==> src/vxhp_pkg.sv <==
// shared types and constants of the vxlan header parser
`timescale 1ns / 1ps

package vxhp_pkg;

  // ethertype and protocol codes
  localparam logic [7:0]  ETH_TYPE_HI     = 8'h08;
  localparam logic [7:0]  ETH_TYPE_LO     = 8'h00;
  localparam logic [7:0]  PROTO_TCP       = 8'd6;
  localparam logic [7:0]  PROTO_UDP       = 8'd17;
  localparam logic [3:0]  IP_VERSION4     = 4'd4;
  localparam logic [3:0]  IHL_MIN         = 4'd5;

  localparam logic [15:0] TUNNEL_PORT_RST = 16'd8472;

  // fixed positions in the outer frame
  localparam logic [7:0]  OFS_ETYPE_HI    = 8'd12;
  localparam logic [7:0]  OFS_ETYPE_LO    = 8'd13;
  localparam logic [7:0]  OFS_OUTER_IP    = 8'd14;
  localparam logic [7:0]  OFS_OUTER_PROTO = 8'd23;
  localparam logic [7:0]  OFS_OUTER_ADDR  = 8'd26;
  localparam logic [7:0]  OFS_OUTER_LAST  = 8'd33;
  localparam logic [7:0]  OFS_MAX         = 8'hFF;

  // header lengths
  localparam logic [7:0]  UDP_HDR_LEN     = 8'd8;
  localparam logic [7:0]  VXLAN_HDR_LEN   = 8'd8;
  localparam logic [7:0]  ETH_HDR_LEN     = 8'd14;
  localparam logic [7:0]  IPV4_MIN_LEN    = 8'd20;
  localparam logic [7:0]  TCP_MIN_LEN     = 8'd20;

  // one frame byte with its marks
  typedef struct packed {
    logic [7:0] data;
    logic       last;
    logic       dir;
  } beat_t;

  // one parse result
  typedef struct packed {
    logic        valid;
    logic [31:0] outer_src;
    logic [31:0] outer_dst;
    logic [31:0] inner_src;
    logic [31:0] inner_dst;
    logic [23:0] vni;
    logic [15:0] inner_sport;
    logic [15:0] inner_dport;
    logic [7:0]  inner_proto;
    logic [15:0] inner_len;
    logic [7:0]  flags;
    logic        dir;
  } res_t;

endpackage

==> src/vxhp_parser.sv <==
// per-frame parse state and result logic of the vxlan header parser
`timescale 1ns / 1ps

module vxhp_parser (
  input  logic            clk_i,
  input  logic            rst_ni,
  input  logic            step_i,
  input  vxhp_pkg::beat_t beat_i,
  input  logic [15:0]     tunnel_port_i,
  output vxhp_pkg::res_t  res_o
);
  import vxhp_pkg::*;

  logic [7:0]  ofs_q;
  logic [3:0]  oihl_q, oihl_d;
  logic [3:0]  iihl_q, iihl_d;
  logic        ok_q, ok_d;
  logic [31:0] oports_q, oports_d;
  logic [63:0] oaddr_q, oaddr_d;
  logic [63:0] iaddr_q, iaddr_d;
  logic [23:0] vni_q, vni_d;
  logic [7:0]  flags_q, flags_d;
  logic [7:0]  proto_q, proto_d;
  logic [15:0] ilen_q, ilen_d;
  logic [31:0] iports_q, iports_d;

  logic [7:0]  p, b;
  logic [7:0]  u, v, e, ip, t;
  logic [7:0]  need;
  logic [8:0]  len;
  logic        fail, frame_ok, ports_ok;

  always_comb begin
    p = ofs_q;
    b = beat_i.data;

    // header positions, with this byte's ihl taken into account
    oihl_d = (p == OFS_OUTER_IP) ? b[3:0] : oihl_q;
    u  = OFS_OUTER_IP + {2'b00, oihl_d, 2'b00};
    v  = u + UDP_HDR_LEN;
    e  = v + VXLAN_HDR_LEN;
    ip = e + ETH_HDR_LEN;
    iihl_d = (p == ip) ? b[3:0] : iihl_q;
    t  = ip + {2'b00, iihl_d, 2'b00};

    oports_d = (p >= u && p <= u + 8'd3) ? {oports_q[23:0], b} : oports_q;
    oaddr_d  = (p >= OFS_OUTER_ADDR && p <= OFS_OUTER_LAST) ? {oaddr_q[55:0], b} : oaddr_q;
    flags_d  = (p == v) ? b : flags_q;
    vni_d    = (p >= v + 8'd4 && p <= v + 8'd6) ? {vni_q[15:0], b} : vni_q;
    ilen_d   = (p == ip + 8'd2 || p == ip + 8'd3) ? {ilen_q[7:0], b} : ilen_q;
    proto_d  = (p == ip + 8'd9) ? b : proto_q;
    iaddr_d  = (p >= ip + 8'd12 && p <= ip + 8'd19) ? {iaddr_q[55:0], b} : iaddr_q;
    iports_d = (p >= t && p <= t + 8'd3) ? {iports_q[23:0], b} : iports_q;

    fail = 1'b0;
    if (p == OFS_ETYPE_HI && b != ETH_TYPE_HI) fail = 1'b1;
    if (p == OFS_ETYPE_LO && b != ETH_TYPE_LO) fail = 1'b1;
    if (p == OFS_OUTER_IP && b[3:0] < IHL_MIN) fail = 1'b1;
    if (p == OFS_OUTER_PROTO && b != PROTO_UDP) fail = 1'b1;
    // neither udp port matches the tunnel port
    if (p == u + 8'd3 && oports_d[31:16] != tunnel_port_i
        && oports_d[15:0] != tunnel_port_i) fail = 1'b1;
    if (p == e + 8'd12 && b != ETH_TYPE_HI) fail = 1'b1;
    if (p == e + 8'd13 && b != ETH_TYPE_LO) fail = 1'b1;
    if (p == ip && (b[7:4] != IP_VERSION4 || b[3:0] < IHL_MIN)) fail = 1'b1;
    ok_d = ok_q & ~fail;

    len      = {1'b0, p} + 9'd1;
    frame_ok = ok_d && (len >= {1'b0, ip} + {1'b0, IPV4_MIN_LEN});
    need     = (proto_d == PROTO_TCP) ? TCP_MIN_LEN :
               ((proto_d == PROTO_UDP) ? UDP_HDR_LEN : 8'd0);
    ports_ok = (need != 8'd0) && (len >= {1'b0, t} + {1'b0, need});

    res_o             = '0;
    res_o.dir         = beat_i.dir;
    if (frame_ok) begin
      res_o.valid       = 1'b1;
      res_o.outer_src   = oaddr_d[63:32];
      res_o.outer_dst   = oaddr_d[31:0];
      res_o.inner_src   = iaddr_d[63:32];
      res_o.inner_dst   = iaddr_d[31:0];
      res_o.vni         = vni_d;
      res_o.inner_proto = proto_d;
      res_o.inner_len   = ilen_d;
      res_o.flags       = flags_d;
      if (ports_ok) begin
        res_o.inner_sport = iports_d[31:16];
        res_o.inner_dport = iports_d[15:0];
      end
    end
  end

  always_ff @(posedge clk_i or negedge rst_ni) begin
    if (!rst_ni) begin
      ofs_q    <= '0;
      oihl_q   <= '0;
      iihl_q   <= '0;
      ok_q     <= 1'b1;
      oports_q <= '0;
      oaddr_q  <= '0;
      iaddr_q  <= '0;
      vni_q    <= '0;
      flags_q  <= '0;
      proto_q  <= '0;
      ilen_q   <= '0;
      iports_q <= '0;
    end else if (step_i) begin
      if (beat_i.last) begin
        // frame done, start over
        ofs_q    <= '0;
        oihl_q   <= '0;
        iihl_q   <= '0;
        ok_q     <= 1'b1;
        oports_q <= '0;
        oaddr_q  <= '0;
        iaddr_q  <= '0;
        vni_q    <= '0;
        flags_q  <= '0;
        proto_q  <= '0;
        ilen_q   <= '0;
        iports_q <= '0;
      end else begin
        ofs_q    <= (p != OFS_MAX) ? p + 8'd1 : p;
        oihl_q   <= oihl_d;
        iihl_q   <= iihl_d;
        ok_q     <= ok_d;
        oports_q <= oports_d;
        oaddr_q  <= oaddr_d;
        iaddr_q  <= iaddr_d;
        vni_q    <= vni_d;
        flags_q  <= flags_d;
        proto_q  <= proto_d;
        ilen_q   <= ilen_d;
        iports_q <= iports_d;
      end
    end
  end

endmodule

==> src/vxlan_header_parser.sv <==
// top level of the vxlan header parser
//
// usage:
// - input channel: one frame byte per transaction (frame_byte_i) with a final
//   byte mark (frame_end_i) and a direction bit (direction_i)
// - output channel: one result transaction per frame, issued for the byte
//   that carries frame_end_i; valid_res_o low marks a failed or short frame,
//   and then every field but direction_out_o is zero
// - tunnel port register: written by cfg_we_i / cfg_wdata_i; the user must write it only
//   while idle, the block itself does not enforce it; 8472 after reset
// - throughput: one byte per cycle while no final byte is held; non-final bytes keep flowing
//   while a result waits on a stalled receiver
// - the result is offered from the result register, loaded when the final byte
//   leaves the input register (input register, then result register)
// - a final byte waits in the input register while the previous result is
//   still stalled, and the input channel stalls until that result is taken
// - reset clears the byte offset, all captured fields and both registers'
//   valid flags; the receiver can stall any result indefinitely, it is held
`timescale 1ns / 1ps

module vxlan_header_parser (
  input  logic        clk_i,
  input  logic        rst_ni,
  // configuration
  input  logic        cfg_we_i,
  input  logic [15:0] cfg_wdata_i,
  // byte input channel
  input  logic        in_valid_i,
  output logic        in_stall_o,
  input  logic [7:0]  frame_byte_i,
  input  logic        frame_end_i,
  input  logic        direction_i,
  // result channel
  output logic        out_valid_o,
  input  logic        out_stall_i,
  output logic        valid_res_o,
  output logic [31:0] outer_source_addr_o,
  output logic [31:0] outer_dest_addr_o,
  output logic [31:0] inner_source_addr_o,
  output logic [31:0] inner_dest_addr_o,
  output logic [23:0] network_id_o,
  output logic [15:0] inner_src_port_o,
  output logic [15:0] inner_dst_port_o,
  output logic [7:0]  inner_protocol_o,
  output logic [15:0] inner_length_o,
  output logic [7:0]  tunnel_flags_o,
  output logic        direction_out_o
);
  import vxhp_pkg::*;

  logic [15:0] tport_q;
  beat_t       a_q;
  logic        a_valid_q;
  res_t        res_q, res_d;
  logic        out_valid_q;

  logic        a_blocked, a_fire, in_acc, res_load;

  // a final byte must wait while the result register is held
  assign a_blocked  = a_q.last & out_valid_q & out_stall_i;
  assign in_stall_o = a_valid_q & a_blocked;
  assign in_acc     = in_valid_i & ~in_stall_o;
  assign a_fire     = a_valid_q & ~a_blocked;
  assign res_load   = a_fire & a_q.last;

  // tunnel port register
  always_ff @(posedge clk_i or negedge rst_ni) begin
    if (!rst_ni) begin
      tport_q <= TUNNEL_PORT_RST;
    end else if (cfg_we_i) begin
      tport_q <= cfg_wdata_i;
    end
  end

  // input register
  always_ff @(posedge clk_i or negedge rst_ni) begin
    if (!rst_ni) begin
      a_valid_q <= 1'b0;
    end else if (in_acc) begin
      a_valid_q <= 1'b1;
    end else if (a_fire) begin
      a_valid_q <= 1'b0;
    end
  end

  always_ff @(posedge clk_i) begin
    if (in_acc) begin
      a_q <= '{data: frame_byte_i, last: frame_end_i, dir: direction_i};
    end
  end

  // field capture and checks
  vxhp_parser u_parser (
    .clk_i         (clk_i),
    .rst_ni        (rst_ni),
    .step_i        (a_fire),
    .beat_i        (a_q),
    .tunnel_port_i (tport_q),
    .res_o         (res_d)
  );

  // result register
  always_ff @(posedge clk_i or negedge rst_ni) begin
    if (!rst_ni) begin
      out_valid_q <= 1'b0;
    end else if (res_load) begin
      out_valid_q <= 1'b1;
    end else if (!out_stall_i) begin
      out_valid_q <= 1'b0;
    end
  end

  always_ff @(posedge clk_i) begin
    if (res_load) begin
      res_q <= res_d;
    end
  end

  assign out_valid_o         = out_valid_q;
  assign valid_res_o         = res_q.valid;
  assign outer_source_addr_o = res_q.outer_src;
  assign outer_dest_addr_o   = res_q.outer_dst;
  assign inner_source_addr_o = res_q.inner_src;
  assign inner_dest_addr_o   = res_q.inner_dst;
  assign network_id_o        = res_q.vni;
  assign inner_src_port_o    = res_q.inner_sport;
  assign inner_dst_port_o    = res_q.inner_dport;
  assign inner_protocol_o    = res_q.inner_proto;
  assign inner_length_o      = res_q.inner_len;
  assign tunnel_flags_o      = res_q.flags;
  assign direction_out_o     = res_q.dir;

  // a new result only comes from a final byte
  assert property (@(posedge clk_i) disable iff (!rst_ni)
    $rose(out_valid_q) |-> $past(a_valid_q && a_q.last))
    else $error("result without a final byte");

  // a stalled result is neither dropped nor overwritten
  assert property (@(posedge clk_i) disable iff (!rst_ni)
    out_valid_q && out_stall_i |=> out_valid_q && $stable(res_q))
    else $error("stalled result lost");

  // a rejected frame carries zero fields
  assert property (@(posedge clk_i) disable iff (!rst_ni)
    out_valid_o && !valid_res_o |-> outer_source_addr_o == 32'd0 &&
      network_id_o == 24'd0 && inner_src_port_o == 16'd0 && inner_length_o == 16'd0)
    else $error("rejected frame with nonzero fields");

  // inner ports only for tcp or udp
  assert property (@(posedge clk_i) disable iff (!rst_ni)
    out_valid_o && (inner_src_port_o != 16'd0 || inner_dst_port_o != 16'd0) |->
      inner_protocol_o == PROTO_TCP || inner_protocol_o == PROTO_UDP)
    else $error("inner ports for a protocol without ports");

endmodule
==> config.mk <==
export PLATFORM = sky130hd
export DESIGN_NAME = vxlan_header_parser
export DESIGN_NICKNAME = d
export VERILOG_FILES = /design/src/vxhp_pkg.sv /design/src/vxhp_parser.sv /design/src/vxlan_header_parser.sv
export SDC_FILE = /design/constraint.sdc
export NUM_CORES = 1
export LEC_CHECK = 0
export BUFFER_PORTS_ARGS = -buffer_cell sky130_fd_sc_hd__buf_2
export CORE_MARGIN = 4
export CORE_UTILIZATION = 50
export CTS_CLUSTER_SIZE = 25
export DETAILED_ROUTE_END_ITERATION = 8
export PLACE_DENSITY = 0.76
export SYNTH_ARGS = -nofsm -noshare
export SYNTH_HDL_FRONTEND = slang
export SYNTH_SLANG_ARGS = --single-unit
export TNS_END_PERCENT = 30
==> constraint.sdc <==
create_clock -name clk_i -period 26.7 [get_ports clk_i]
set_input_delay 0 -clock clk_i [delete_from_list [all_inputs] [get_ports clk_i]]
set_output_delay 0 -clock clk_i [all_outputs]
set_load 0.01 [all_outputs]
==> flow_summary_export.csv, run 1 <==
group,metric,value,unit
detailed_routing,antenna_left,0,
global_routing,antenna_found_initial,1,
setup_path,cp-start-kind,"flop",
sta,maxSlewHeadroom,0.101,
detailed_routing,firstDrtPassIters,8,
power,swShare,0.236,
global_routing,grt_util_all_layers,0.239,
synthesis,synth.top_cells.by_area,"dfrtp_1 27%, edfxtp_1 27%, mux2i_1 8.0%",
global_routing,grt_pass1_wl,104000,um
sta,finalSetupViolations,0,
die,die_area,54900,um^2
synthesis,netlist.area_leader.share,0.272,
final_layout,layout.nets,2395,
sta,finalHoldViolCount,0,
clock_tree,clkLatencyLatePin,0.63,ns
placement,place_inst,2854,
die,core_region_area,50400,um^2
setup_path,critPathCaptureType,"flop",
placement,dp_hpwl,42300,um
die,chipWidth,234,um
setup_path,path_class,"flop to flop",
synthesis,synth_ff_type,"dfrtp_1",
power,pwr-share-seq,0.496,
detailed_routing,avgViaCountPerCell,6.00,
setup_path,critical_path_required,27.21,ns
final_layout,final_cells,3001,
synthesis,async_flop_share,0.554,
global_routing,grt_overflow,0,
final_layout,antenna_cells,0,
synthesis,yosys_warnings,0,
synthesis,yosys.cell_types.count,76,
clock_tree,root_buffer,"clkbuf_16",
power,p_leak,12.4,nW
synthesis,yosys.area.top_type,"dfrtp_1",
sta,skew,0.0570,ns
hold_path,hp-class,"input pin to async pin",
sta,worst_slew_pin_slew,1.35,ns
power,powerDensity,59.8,nW/um^2
power,clockPowerShare,0.436,
synthesis,syn_nets,2187,
placement,io_buffers,250,
placement,place_congestion,0.917,
setup_path,cp_data_arrival_time,9.33,ns
flow_run,maxCapViolCount,0,
synthesis,synth_area,25600,um^2
clock_tree,cts_buffers,52,
power,p_int,1.36,mW
sta,rsz0062_at_grt,"no",
detailed_routing,routed_wl,66800,um
sta,fmax,113,MHz
die,boundaryPins,251,
sta,hold_ws,0.0353,ns
final_layout,area_growth,15.7,%
synthesis,synth_cells,2077,
synthesis,syn_avg_cell_area,12.3,um^2
power,p_switching,0.418,mW
global_routing,grt_pass1_vias,18000,
sta,slew_viol_final,0,
detailed_routing,route.detailed.drc,0,
power,peakVddDrop,0.0000550,V
die,dieHeight,234,um
die,num_rows,82,
final_layout,drive_gt1_frac,0.234,
global_routing,grt_max_degree,219,
detailed_routing,wl_per_cell,22.3,um
synthesis,yosysSeqAreaShare,0.544,
clock_tree,cts_tree,"yes",
run_status,status,"finished, final reports clean",
sta,fin_tns_setup,0,ns
clock_tree,clkTransAtPathRegs,0.07,ns
power,combPwrFrac,0.068,
detailed_routing,dr_total_vias,18000,
setup_path,path_max_fanout,35,
clock_tree,h-tree-depth,2,
synthesis,ys_ff_latch,511,
detailed_routing,drt-initial-drc-count,1687,
sta,finalCritPeriodShare,0.331,
synthesis,synth_edf_count,228,
clock_tree,cts.sinks,511,
clock_tree,ctsLongestPathBuffers,3,
die,start_util,0.508,
sta,period_minus_slack,8.83,ns
-- cells in the final DEF (no fill, tap or decap), types with 67 or more instances in the layout --
cell	count
nor3_2	103
buf_2	249
a22o_1	185
xnor2_1	79
nand2_1	107
edfxtp_1	228
nor3_1	114
o21ai_0	94
mux2i_1	205
a22oi_1	67
ha_1	77
dfrtp_1	278
-- registers in the layout, summed over array words and instances (netlist names), 4 cells and up --
register	flops
u_parser.vni_q	24
inner_source_addr_o	32
inner_protocol_o	8
a_q	10
u_parser.oihl_q	4
u_parser.flags_q	8
u_parser.iihl_q	4
u_parser.proto_q	8
inner_src_port_o	16
inner_dest_addr_o	32
u_parser.ofs_q	8
outer_source_addr_o	32
u_parser.iports_q	32
tunnel_flags_o	8
tport_q	16
inner_dst_port_o	16
u_parser.ilen_q	16
u_parser.iaddr_q	64
u_parser.oports_q	32
inner_length_o	16
u_parser.oaddr_q	64
outer_dest_addr_o	32
network_id_o	24
-- stage by stage --
step                       util  cell area (um^2)  power [mW]  worst slack, ns
final                     0.589             29600        1.77            17.87
after global routing      0.589             29600        1.83            17.22
after CTS                 0.589             29600        1.79            17.90
after detailed placement  0.542             27300        1.01            17.94
after global placement    0.542             27300        1.00            18.19
after floorplan               -             25600       0.958            15.87
-- per-layer routing --
metal,part of all wire,track usage,vias to the layer above,routed length (um)
li1,-,-,8256,-
met1,0.43,0.328,9037,28500
met2,0.48,0.386,571,32000
met3,0.060,0.0424,133,4030
met4,0.035,0.0871,2,2310
met5,0.00019,0,-,13
-- worst paths after layout --
path,startpoint,end,slack [ns],cells after the start
setup / recovery,u_parser.ofs_q[1]$_DFFE_PN0P_,u_parser.iports_q[20]$_DFFE_PN0P_,17.87,26
min in group clk_i,frame_end_i,a_q[1]$_DFFE_PP_,0.09,2
hold reg to reg,a_q[0]$_DFFE_PP_,direction_out_o$_DFFE_PP_,0.45,0
hold / removal,rst_ni,u_parser.vni_q[13]$_DFFE_PN0P_,0.04,2
setup reg to reg,u_parser.ofs_q[1]$_DFFE_PN0P_,u_parser.iports_q[20]$_DFFE_PN0P_,17.87,26
max in group asynchronous,rst_ni,u_parser.vni_q[10]$_DFFE_PN0P_,25.21,3
-- what timing repair did --
| item | in CTS | in global routing |
|---|---|---|
| endpoints found under the hold margin | 149 | 0 |
| gates resized for setup | 0 | 0 |
| buffers inserted | 0 | 0 |
| hold buffers | 49 | 0 |
-- synthesized netlist by cell type, types with 67 or more instances --
cell / count
a22o_1: 185
mux2i_1: 205
edfxtp_1: 228
o21ai_0: 96
clkbuf_1: 138
nor3_1: 116
ha_1: 77
nor3_2: 101
dfrtp_1: 278
xnor2_1: 79
nand2_1: 108
a22oi_1: 67
-- logic make-up after synthesis --
kind of cell | after synthesis | share of synthesized area
flops | 511 | 0.544
simple gates | 484 | 0.119
compound gates | 451 | 0.131
mux | 235 | 0.0933
buf+inv | 211 | 0.0362
xor+xnor | 106 | 0.0373
fa+ha+maj | 79 | 0.0392
-- power groups by stage --
stage	registers (mW)	logic, mW	clock network (mW)
after floorplan	0.894	0.0632	0
after global placement	0.893	0.110	0
after detailed placement	0.894	0.113	0
after CTS	0.879	0.121	0.787
after global routing	0.882	0.132	0.819
final	0.879	0.120	0.774
-- cell type report --
cell class	instances	area, um^2
sequential	511	13900
inverter	31	118
tap	672	841
timing repair buffer	334	2050
fill	3969	20700
clock buffer	73	1450
multi-input combinational	1355	10900
clock inverter	25	387
-- worst max-delay path, cell delays in order (launching register included) --
cell,delay [ns]
dfrtp_1,0.58
ha_1,0.36
nand4b_1,0.24
nor2_4,0.26
mux2i_1,0.46
inv_1,0.22
ha_1,0.29
nand2_1,0.08
a21oi_1,0.06
a311o_2,0.42
xnor2_1,0.67
inv_1,0.30
ha_1,0.37
nor4b_1,0.22
and3_1,0.30
nand2_1,0.17
mux2_2,0.33
ha_1,0.22
fa_1,0.41
xnor2_1,0.60
ha_1,0.28
nor4_1,0.05
a21oi_1,0.25
nor3_2,0.06
buf_4,0.29
o21ai_2,0.99
a22o_1,0.28
(Power assumes the default switching activity.)
==> inputs of run 2 (changes only) <==
Settings changed: PLACE_DENSITY 0.76 to 0.79.
Clock period 26.7 ns to 7.6 ns, I/O delays scaled along.
==> flow_summary_export.csv, run 2 (synthesis results as in run 1) <==
group,metric,value,unit
power,swShare,0.244,
detailed_routing,drt-initial-drc-count,1780,
sta,slew_viol_final,0,
clock_tree,cts_buffers,53,
final_layout,layout_commonest_cell,"dfrtp_1",
sta,skew,0.0251,ns
clock_tree,h-tree-depth,2,
setup_path,path_class,"flop to flop",
run_status,failed_checks,"hold timing",
global_routing,grt_max_degree,146,
setup_path,cp-start-kind,"flop",
sta,finalHoldViolCount,22,
setup_path,path_max_fanout,14,
detailed_routing,firstDrtPassIters,6,
setup_path,cpPeakStageDelay,0.52,ns
global_routing,grt_pass1_vias,18000,
detailed_routing,route.detailed.drc,0,
final_layout,final_core_util,0.597,
detailed_routing,wl_per_cell,22.0,um
sta,maxSlewHeadroom,0.194,
die,chipWidth,234,um
final_layout,drive_gt1_frac,0.256,
hold_path,hp-class,"input pin to async pin",
detailed_routing,routed_wl,67200,um
setup_path,cp_data_arrival_time,7.61,ns
clock_tree,ctsLongestPathBuffers,3,
placement,dp_hpwl,43200,um
sta,finalCritPeriodShare,0.959,
die,core_region_area,50400,um^2
sta,fin_tns_setup,0,ns
die,start_util,0.508,
final_layout,antenna_cells,0,
final_layout,final_cell_mix,"277 x dfrtp_1, 249 x buf_2, 228 x edfxtp_1, 204 x mux2i_1, 185 x a22o_1",
placement,io_buffers,250,
sta,finalSetupViolations,0,
sta,fmax,137,MHz
die,dieHeight,234,um
clock_tree,clkTransAtPathRegs,0.06,ns
final_layout,multi_input_area,10900,um^2
final_layout,nFillCells,3886,
power,combPwrFrac,0.072,
clock_tree,clkLatencyLatePin,0.61,ns
clock_tree,root_buffer,"clkbuf_16",
die,num_rows,82,
sta,setup_ws,0.313,ns
power,p_leak,12.7,nW
sta,hold_ws,-0.0123,ns
setup_path,cp_slowest_cell,"fa_1",
clock_tree,cts.sinks,511,
sta,period_minus_slack,7.29,ns
global_routing,grt_util_all_layers,0.239,
final_layout,reg_top3,"u_parser.iaddr_q x64, u_parser.oaddr_q x64",
power,clockPowerShare,0.417,
placement,post-place-ws,0.105,ns
power,pwr-share-seq,0.512,
power,p_switching,1.47,mW
power,totalPowerFinal,6.03,mW
global_routing,antenna_found_initial,0,
sta,worst_slew_pin_slew,1.20,ns
final_layout,seq_area,13900,um^2
die,boundaryPins,251,
power,powerDensity,201,nW/um^2
final_layout,area_growth,17.4,%
final_layout,layout.nets,2450,
detailed_routing,avgViaCountPerCell,6.03,
detailed_routing,dr_total_vias,18400,
detailed_routing,antenna_left,0,
clock_tree,cts_tree,"yes",
setup_path,critical_path_required,7.92,ns
run_status,status,"complete, but fails checks",
setup_path,critPathCaptureType,"flop",
flow_run,maxCapViolCount,0,
power,p_int,4.56,mW
global_routing,grt_pass1_wl,103000,um
global_routing,grt_overflow,0,
die,die_area,54900,um^2
power,peakVddDrop,0.000151,V
placement,place_congestion,0.962,
-- run 2: cell types whose count changed in the layout (fill, tap and decap cells not counted), moves of 4 or more --
cell / change
buf_4: +45
buf_12: +9
bufinv_16: -7
clkinv_1: +7
clkbuf_1: -6
clkbuf_8: +4
-- run 2: final cells by class --
cell class,instances,area share
Clock buffer,71,0.0494
Clock inverter,27,0.00666
Inverter,31,0.00391
Multi-Input combinational cell,1355,0.363
Tap cell,672,0.0280
Timing Repair Buffer,388,0.0855
Sequential cell,511,0.464
-- run 2: power groups by stage --
| stage | clock network [mW] | logic (mW) | registers, mW |
|---|---|---|---|
| after floorplan | 0 | 0.222 | 3.13 |
| after global placement | 0 | 0.400 | 3.13 |
| after detailed placement | 0 | 0.409 | 3.14 |
| after CTS | 2.56 | 0.435 | 3.08 |
| after global routing | 2.68 | 0.475 | 3.10 |
| final | 2.51 | 0.433 | 3.09 |
-- run 2: critical path: cells and delay by family (launching register included) --
kind,cells,cell delay [ns]
DFF,1,0.48
AOI/OAI and AO/OA,6,1.15
and+or+nand+nor,8,1.36
xor gates and xnor gates,3,0.55
muxes,2,0.56
adders and majority gates,7,2.23
buffers and inverters,5,0.64
-- run 2: routing by layer --
| metal | GRT usage | vias up | share of wire |
|---|---|---|---|
| li1 | - | 8393 | - |
| met1 | 0.330 | 9165 | 0.42 |
| met2 | 0.384 | 691 | 0.48 |
| met3 | 0.0389 | 169 | 0.064 |
| met4 | 0.0867 | 0 | 0.037 |
| met5 | 0 | - | 0 |
-- run 2: per-stage QoR --
step | cells | instance area, um^2 | hold slack [ns]
2_1_floorplan | 2077 | 25600 | -0.296
3_3_place_gp | 2904 | 27800 | 0.0649
3_5_place_dp | 2904 | 27800 | 0.0779
4_1_cts | 3051 | 30000 | 0.00270
5_1_grt | 3055 | 30100 | 0.0443
6_report | 3055 | 30100 | -0.0123
-- run 2: path summary, 6_finish.rpt --
check	start	to	slack, ns	depth (start not counted)
worst max-delay path	u_parser.ofs_q[0]$_DFFE_PN0P_	inner_dst_port_o[1]$_SDFFCE_PN0P_	0.31	31
worst min-delay path	rst_ni	tport_q[6]$_DFFE_PN0P_	-0.01	2
worst max register to register	u_parser.ofs_q[0]$_DFFE_PN0P_	inner_dst_port_o[1]$_SDFFCE_PN0P_	0.31	31
worst min register to register	a_q[0]$_DFFE_PP_	direction_out_o$_DFFE_PP_	0.43	0
max in group asynchronous	rst_ni	u_parser.oaddr_q[62]$_DFFE_PN0P_	5.53	4
min in group clk_i	frame_end_i	a_q[1]$_DFFE_PP_	0.10	2
-- run 2: timing repair --
action / in CTS / in global routing
hold buffers: 49 / 0
buffers inserted: 0 / 4
setup endpoints to repair: 0 / 64
gates resized for setup: 0 / 10
endpoints found under the hold margin: 126 / 0
